==> config.mk <==
export PLATFORM = sky130hd
export DESIGN_NAME = modular_exponentiation
export DESIGN_NICKNAME = d
export VERILOG_FILES = /design/src/rtl/core/modexp_pkg.sv /design/src/rtl/core/modular_exponentiation.sv
export SDC_FILE = /design/constraint.sdc
export NUM_CORES = 1
export LEC_CHECK = 0
export BUFFER_PORTS_ARGS = -buffer_cell sky130_fd_sc_hd__buf_2
export CAP_MARGIN = 15
export CELL_PAD_IN_SITES_DETAIL_PLACEMENT = 0
export CELL_PAD_IN_SITES_GLOBAL_PLACEMENT = 1
export CORE_ASPECT_RATIO = 1.4
export CORE_MARGIN = 2
export CORE_UTILIZATION = 52
export DETAILED_ROUTE_END_ITERATION = 8
export HOLD_SLACK_MARGIN = 0.03
export PLACE_DENSITY_LB_ADDON = 0.12
export RECOVER_POWER = 25
export SYNTH_ARGS = -nofsm -noshare
export SYNTH_HDL_FRONTEND = slang
export SYNTH_SLANG_ARGS = --single-unit
==> constraint.sdc <==
create_clock -name clock -period 18.8 [get_ports clock]
set_clock_uncertainty 0.15 [all_clocks]
set_input_delay 2.82 -clock clock [delete_from_list [all_inputs] [get_ports clock]]
set_output_delay 2.82 -clock clock [all_outputs]
set_load 0.05 [all_outputs]
==> src/rtl/core/modexp_pkg.sv <==
package modexp_pkg;

   // port width of every payload field, the modulus input included
   localparam int DATA_W = 64;

   // default operand width inside the datapath
   localparam int WIDTH_DEFAULT = 64;

   // modulus after reset
   localparam logic [DATA_W-1:0] MODULUS_RESET = DATA_W'(2);

endpackage

==> src/rtl/core/modular_exponentiation.sv <==
// modular exponentiation: rsp_power_result = req_base_value ** req_exponent_value mod modulus
//
// csr channel: csr_modulus is written when csr_valid and csr_ready are both high;
// csr_ready is high only while the block is idle and no request is offered on start.
// only the low WIDTH bits are kept.
// request channel: a request is taken at the clock edge where start is high and busy
// is low. busy stays high from the edge after that until the result is produced.
// response channel: rsp_valid is high for exactly one cycle with rsp_power_result;
// the receiver cannot stall, so the result must be taken in that cycle.
// a new request may be issued in the cycle where rsp_valid is high.
//
// one shared shift-and-add modular multiplier handles one multiplier bit per cycle.
// the base is first reduced by the modulus (one product), then each exponent bit up
// to the highest set one passes through the test and shift states and costs one
// squaring (none after the highest), plus one more product for each set bit.
// a modulus below two is answered with 0 straight from idle; busy does not rise.
// a new request is taken only after the last one has been answered. reset (synchronous,
// active high) returns the sequencer to idle, drops rsp_valid and sets the modulus
// back to 2.
module modular_exponentiation #(
   parameter int WIDTH = modexp_pkg::WIDTH_DEFAULT
) (
   input  logic                          clock,
   input  logic                          reset,
   input  logic                          start,
   output logic                          busy,
   input  logic [modexp_pkg::DATA_W-1:0] req_base_value,
   input  logic [modexp_pkg::DATA_W-1:0] req_exponent_value,
   output logic                          rsp_valid,
   output logic [modexp_pkg::DATA_W-1:0] rsp_power_result,
   input  logic                          csr_valid,
   output logic                          csr_ready,
   input  logic [modexp_pkg::DATA_W-1:0] csr_modulus
);
   import modexp_pkg::*;

   localparam int CNT_W = $clog2(WIDTH);

   // sequencer states
   localparam logic [2:0] ST_IDLE  = 3'd0;
   localparam logic [2:0] ST_MUL   = 3'd1;  // one multiplier bit per cycle
   localparam logic [2:0] ST_TEST  = 3'd2;  // check exponent, maybe multiply accumulator
   localparam logic [2:0] ST_SHIFT = 3'd3;  // halve exponent, maybe square power

   // where a finished product goes
   localparam logic DST_POW = 1'b0;
   localparam logic DST_ACC = 1'b1;

   logic [2:0]       state_ff, state_in;
   logic [WIDTH-1:0] mod_ff, mod_in;
   logic [WIDTH-1:0] exp_ff, exp_in;
   logic [WIDTH-1:0] acc_ff, acc_in;
   logic [WIDTH-1:0] pow_ff, pow_in;
   logic [WIDTH-1:0] opa_ff, opa_in;      // addend operand, below the modulus
   logic [WIDTH-1:0] opb_ff, opb_in;      // multiplier, scanned from its top bit
   logic [WIDTH-1:0] part_ff, part_in;    // running partial product
   logic [CNT_W-1:0] cnt_ff, cnt_in;
   logic             dst_ff, dst_in;
   logic             rsp_valid_ff, rsp_valid_in;
   logic [WIDTH-1:0] rsp_data_ff, rsp_data_in;

   // shared step: part = (2*part + bit*opa) mod modulus
   logic [WIDTH:0]   dbl, dbl_red, sum;
   logic [WIDTH-1:0] step_res;

   always_comb begin
      dbl      = {part_ff, 1'b0};
      dbl_red  = (dbl >= {1'b0, mod_ff}) ? dbl - {1'b0, mod_ff} : dbl;
      sum      = dbl_red + (opb_ff[WIDTH-1] ? {1'b0, opa_ff} : '0);
      step_res = (sum >= {1'b0, mod_ff}) ? WIDTH'(sum - {1'b0, mod_ff}) : WIDTH'(sum);
   end

   logic [WIDTH-1:0] exp_half;
   assign exp_half = exp_ff >> 1;

   always_comb begin
      state_in     = state_ff;
      mod_in       = mod_ff;
      exp_in       = exp_ff;
      acc_in       = acc_ff;
      pow_in       = pow_ff;
      opa_in       = opa_ff;
      opb_in       = opb_ff;
      part_in      = part_ff;
      cnt_in       = cnt_ff;
      dst_in       = dst_ff;
      rsp_valid_in = 1'b0;
      rsp_data_in  = rsp_data_ff;

      case (state_ff)
         ST_IDLE: begin
            if (csr_valid && csr_ready) begin
               mod_in = csr_modulus[WIDTH-1:0];
            end
            if (start) begin
               if (mod_ff[WIDTH-1:1] == '0) begin
                  // modulus of 0 or 1 acts as 1
                  rsp_valid_in = 1'b1;
                  rsp_data_in  = '0;
               end else begin
                  // reduce the base: 1 * base mod m
                  exp_in   = req_exponent_value[WIDTH-1:0];
                  acc_in   = WIDTH'(1);
                  opa_in   = WIDTH'(1);
                  opb_in   = req_base_value[WIDTH-1:0];
                  part_in  = '0;
                  cnt_in   = '0;
                  dst_in   = DST_POW;
                  state_in = ST_MUL;
               end
            end
         end
         ST_MUL: begin
            part_in = step_res;
            opb_in  = opb_ff << 1;
            cnt_in  = cnt_ff + CNT_W'(1);
            if (cnt_ff == CNT_W'(WIDTH - 1)) begin
               if (dst_ff == DST_ACC) begin
                  acc_in   = step_res;
                  state_in = ST_SHIFT;
               end else begin
                  pow_in   = step_res;
                  state_in = ST_TEST;
               end
            end
         end
         ST_TEST: begin
            if (exp_ff == '0) begin
               rsp_valid_in = 1'b1;
               rsp_data_in  = acc_ff;
               state_in     = ST_IDLE;
            end else if (exp_ff[0]) begin
               opa_in   = acc_ff;
               opb_in   = pow_ff;
               part_in  = '0;
               cnt_in   = '0;
               dst_in   = DST_ACC;
               state_in = ST_MUL;
            end else begin
               state_in = ST_SHIFT;
            end
         end
         ST_SHIFT: begin
            exp_in = exp_half;
            if (exp_half == '0) begin
               rsp_valid_in = 1'b1;
               rsp_data_in  = acc_ff;
               state_in     = ST_IDLE;
            end else begin
               // square the running power
               opa_in   = pow_ff;
               opb_in   = pow_ff;
               part_in  = '0;
               cnt_in   = '0;
               dst_in   = DST_POW;
               state_in = ST_MUL;
            end
         end
         default: begin
            state_in = ST_IDLE;
         end
      endcase
   end

   always_ff @(posedge clock) begin
      if (reset) begin
         state_ff     <= ST_IDLE;
         mod_ff       <= MODULUS_RESET[WIDTH-1:0];
         rsp_valid_ff <= 1'b0;
      end else begin
         state_ff     <= state_in;
         mod_ff       <= mod_in;
         rsp_valid_ff <= rsp_valid_in;
      end
   end

   always_ff @(posedge clock) begin
      exp_ff      <= exp_in;
      acc_ff      <= acc_in;
      pow_ff      <= pow_in;
      opa_ff      <= opa_in;
      opb_ff      <= opb_in;
      part_ff     <= part_in;
      cnt_ff      <= cnt_in;
      dst_ff      <= dst_in;
      rsp_data_ff <= rsp_data_in;
   end

   assign busy             = (state_ff != ST_IDLE);
   // no modulus change while a request is being taken
   assign csr_ready        = (state_ff == ST_IDLE) && !start;
   assign rsp_valid        = rsp_valid_ff;
   assign rsp_power_result = DATA_W'(rsp_data_ff);

endmodule
# --- Word level (Yosys, flattened, before mapping) ---
# Cells that the tools add are included.
totals:
  in_bits: 196
  register_bits: 523
  wordCells: 109
  output_inout_bits: 67
classes:
  eq_ne: 14
  n_mux: 56
  n_addsub: 4
  bitwise_logic: 1
  order_cmp: 2
  reduce_logical: 20
ops:
  columns: ["cell", "count"]
  rows:
  - ["2-to-1 mux 64 bit", 24]
  - ["one-hot mux 64 bit (4 select lines)", 2]
  - ["one-hot mux 64 bit (3 select lines)", 2]
  - ["one-hot mux 64 bit (2 select lines)", 2]
  - [">= comparator 65 x 64 -> 1 bit", 2]
  - ["zero test 64 bit", 2]
  - ["adder 65 x 64 -> 65 bit", 1]
  - ["2-to-1 mux 65 bit", 1]
  - ["subtractor 65 x 64 -> 65 bit", 1]
  - ["subtractor 64 bit", 1]
  - ["zero test 63 bit", 1]
  - ["2-to-1 mux 6 bit", 5]
  - ["one-hot mux 6 bit (4 select lines)", 1]
  - ["!= test 2 bit (second input constant)", 10]
  - ["one-hot mux 3 bit (4 select lines)", 1]
  - ["AND reduction 6 bit", 2]
  - ["2-to-1 mux 1 bit", 11]
  - ["AND reduction 5 bit", 2]
  - ["2-to-1 mux 3 bit", 3]
  - ["AND reduction 3 bit", 3]
  - ["adder 6 x 1 -> 6 bit (second input constant)", 1]
  - ["== test 3 x 2 -> 1 bit (second input constant)", 2]
  - ["== test 6 bit (second input constant)", 1]
  - ["one-hot mux 1 bit (3 select lines)", 2]
  - ["other kinds (10)", 14]

# --- Logic depth before layout (Yosys ltp) ---
logic_depth:
  depth_word: 8
  depth_mapped: 41
  ltp_nobuf: 35

# --- Worst setup path before layout ---
# Ideal clock, no wire load.
synth_timing:
  path_kind: "reg2reg"
  from: "register mod_ff[1]"
  to: "register pow_ff[2] (data pin)"
  required_ns: 18.390
  stages_incl_launch_ff: 40
  setup_ns: 0.260
  t_arrival_ns: 8.259
  setup_slack_ns: 10.131
  path_cell_list: "dfxtp_1 -> inv_1 -> ha_1 -> nor2b_1 -> o31a_1 -> o311ai_1 -> a31oi_1 -> a31oi_1 -> o21ai_1 -> a21oi_2 -> clkbuf_1 -> clkbuf_1 -> nor2_1 -> ha_1 -> inv_1 -> fa_1 -> nor2b_1 -> o31a_1 -> [4 not listed] -> a211oi_1 -> o21ai_0 -> xor2_1 -> ha_1 -> clkbuf_1 -> a21o_1 -> a21o_1 -> a21oi_1 -> nand2_1 -> a21boi_0 -> o31ai_1 -> nand2b_1 -> o211ai_2 -> or4_1 -> buf_2 -> nand2_8 -> buf_6 -> mux2_2"
synth_between:
  elab_chain_cells: 5
  elab_cells_between_ends: 7
  classes_between: "add/sub (3); order compare (2); mux (2)"
synth_rtl:
  columns: ["item", "line_no", "rtl"]
  rows:
  - ["start: declaration", "modular_exponentiation.sv:50", "logic [WIDTH-1:0] mod_ff, mod_in;"]
  - ["start signal: assignment", "modular_exponentiation.sv:168", "mod_ff <= MODULUS_RESET[WIDTH-1:0];"]
  - ["start signal: assignment", "modular_exponentiation.sv:172", "mod_ff <= mod_in;"]
  - ["subtractor 65 x 64 -> 65 bit or >= comparator 65 x 64 -> 1 bit (tied branches)", "modular_exponentiation.sv:68", "dbl_red = (dbl >= {1'b0, mod_ff}) ? dbl - {1'b0, mod_ff} : dbl;"]
  - ["2-to-1 mux 65 bit", "modular_exponentiation.sv:68", null]
  - ["adder 65 x 64 -> 65 bit", "modular_exponentiation.sv:69", "sum = dbl_red + (opb_ff[WIDTH-1] ? {1'b0, opa_ff} : '0);"]
  - ["subtractor 64 bit or >= comparator 65 x 64 -> 1 bit (tied branches)", "modular_exponentiation.sv:70", "step_res = (sum >= {1'b0, mod_ff}) ? WIDTH'(sum - {1'b0, mod_ff}) : WIDTH'(sum);"]
  - ["2-to-1 mux 64 bit (*)", "modular_exponentiation.sv:70", null]
  - ["net step_res[2]", "modular_exponentiation.sv:64", "logic [WIDTH-1:0] step_res;"]
  - ["end signal: assignment", "modular_exponentiation.sv:180", "pow_ff <= pow_in;"]
  - ["end: declaration", "modular_exponentiation.sv:53", "logic [WIDTH-1:0] pow_ff, pow_in;"]
# The timed path passes the listed nets; every way through them passes the cells marked *.
# A chain may end at the register's enable or synchronous reset.

# --- Worst setup path in the final report ---
layout_timing:
  from: "register mod_ff[1]"
  to: "register pow_ff[18] (data pin)"
# The elaborated chain is that of the path after synthesis.

==> impl_metrics.toml <==
[status]
status = "complete, but fails checks"
violations = "capacitance limit, slew limit"

[timing]
min_period_ps = 12360
fmax_ghz = 0.0809
relSlewSlack_pct = -213
setup_slack_ps = 6440
hold_slack_ps = 325
hold_viol = 0
rsz0062_at_grt = "no"
final.setup.tns_ps = 0
period_share_pct = 65.7
final-setup-viol-count = 0
worst_slew_pin_slew_ps = 4690
slew_viol_final = 203

[finish]
layout_commonest_cell = "edfxtp_1"
fin_area_sq_um = 37700
n_fill_cell = 5612
layout-area-overhead-vs-synth_pct = 10.8
layout_common_cells = "edfxtp_1 (455), nand2_1 (446), a21oi_1 (320)"
layout-drive-gt1-share_pct = 14.3
nets = 4069

[route]
wl_mm = 118
vias = 28800
ant_nets = 0
drt_pass1_iterations = 7
drc = 0
vias_per_cell = 6.31
drt-initial-drc-count = 2610
wl_per_cell_microns = 26.0

[worst_hold_path]
hold_start = "mod_ff[12]"
hold_path.class = "flip-flop to flip-flop"
holdPathEnd = "mod_ff[12]"
hold_depth = 2

[yosys]
synth_top_area_share_pct = 40.2
synth_nets = 3925
yosysSeqAreaShare_pct = 44.1
syn_area_per_cell_sq_um = 9.63
synth_seq_cells = 522
synthArstFlopShare_pct = 0
synth_warnings = 0
netlist.top_cell.by_area = "edfxtp_1"
synth_edf_count = 455
synthTopCellsByArea = "edfxtp_1 (40%), ha_1 (7.3%), nand2_1 (4.9%)"
synth_cell_type_count = 80
syn_area_sq_um = 34000
ys.flop_type = "edfxtp_1"
synth_cells = 3529

[critical_path]
crit_required_ps = 19030
cpMaxStageDelayCell = "a211oi_1"
crit_type = "flip-flop to flip-flop"
ff2ff_setup_slack_ps = 6440
r2r-end = "pow_ff[18]"
timing.rr.start = "mod_ff[1]"
cp-end-kind = "flip-flop"
reg2regPathDepth = 35
crit_fanout = 108
crit_arrival_ps = 12590
critPathLaunchType = "flip-flop"
max_stage_delay_ps = 1160

[place]
portBuffers = 262
place_area_sq_um = 35800
post-place-ws_ps = 6800
place_congestion = 0.979
hpwl_mm = 88.8

[clock_tree]
numCtsBuffers = 53
cts.clk_slew.worst_paths_ps = 70
insertion_delay_ps = 650
clockBufferDepth = 3
clockRootBuffer = "clkbuf_16"
ctsResizeCount = 0
cts_htree_levels = 2
cts_tree = "done"
hold_buffers = 0
clock_sinks = 522
post-cts-setup-buffer-count = 0

[die]
fp-row-count = 110
die_w_microns = 220
io_pins = 263
start_util_pct = 52.7
die-height_microns = 306
dieArea_sq_um = 67400
core_sq_um = 64500

[global_routing]
grt_max_degree = 109
grt.total_usage_pct = 34.6
grt_pass1_wl_mm = 175
overflow = 0
grt_pass1_vias = 28900
antenna_found_initial = 7

[job]
maxCapViolCount = 3
state kept, by name, summed over array words and instances, names as in the netlist:
name,count
acc_ff,64
cnt_ff,6
dst_ff,1
exp_ff,64
mod_ff,64
opa_ff,64
opb_ff,64
part_ff,64
pow_ff,64
rsp_power_result,64
rsp_valid,1
state_ff,2
through the flow:
stage	util, %	instances
2_1_floorplan	-	3529
4_1_cts	58.4	4558
3_5_place_dp	55.5	4458
6_report	58.3	4563
3_3_place_gp	55.5	4457
5_1_grt	58.3	4561
critical path, delay by kind of cell, from the launching register on:
kind	cells	cell delay, ps
AND/OR/NAND/NOR	6	1640
buffers and inverters	5	1050
adder cells (fa/ha/maj)	4	1140
flip-flops	1	380
XOR/XNOR	1	330
multiplexers	1	420
AO/OA/AOI/OAI	18	6610
cells by family (layout without fill, tap and decap cells):
group | count (synthesis) | in the layout | synth area share (%)
compound gates | 1039 | 1039 | 19.5
xor+xnor | 173 | 173 | 4.46
fa+ha+maj | 200 | 200 | 7.43
buf+inv | 339 | 528 | 3.99
flops | 522 | 522 | 44.1
mux | 161 | 161 | 5.18
other cells | 0 | 5 | 0
simple gates | 1095 | 1095 | 15.3
cell usage after synthesis, drive strengths merged, types with 18 or more instances:
master / instances
o21ai: 217
a21o: 103
nor4: 44
nand4: 52
a211oi: 26
and2: 146
a22oi: 65
nand2: 448
a21oi: 321
mux2i: 42
buf: 25
inv: 138
o21bai: 40
ha: 197
nor3: 37
dfxtp: 67
clkbuf: 176
xor2: 68
nor2b: 24
o21a: 37
xnor2: 105
o31ai: 18
o211ai: 28
nand3: 75
edfxtp: 455
mux2: 119
a22o: 63
and3: 39
a31oi: 33
nor2: 180
metal layers:
metal	wire [microns]	vias to the layer above	track usage, %
li1	-	13300	-
met1	44700	13900	40.7
met2	60500	1252	61.4
met3	6840	318	4.72
met4	6410	4	17.2
met5	30	-	0
worst max-delay path by stage:
stage                     startpoint          end  slack (ps)  depth (start not counted)
final                      mod_ff[1]   pow_ff[18]        6440                         35
after global routing       mod_ff[1]  part_ff[59]        5950                         33
after CTS                  mod_ff[1]   pow_ff[40]        6730                         35
after detailed placement   mod_ff[1]   pow_ff[26]        6800                         35
after global placement     mod_ff[1]   acc_ff[58]        6870                         33
after floorplan            mod_ff[1]    pow_ff[2]       10130                         39
final cells by class:
type                       count  area, sq um  share of cell area (%)
multi-input combinational   2668        17700                    47.0
sequential                   522        15000                    39.8
timing repair buffer         290         1500                    3.99
clock buffer                  62         1440                    3.83
tap                          840         1050                    2.79
inverter                     138          518                    1.38
clock inverter                38          423                    1.12
antenna                        5         12.5                  0.0332
Power is not shown: default switching activity piles up to over one toggle a cycle in this logic, so the estimate is an artifact.
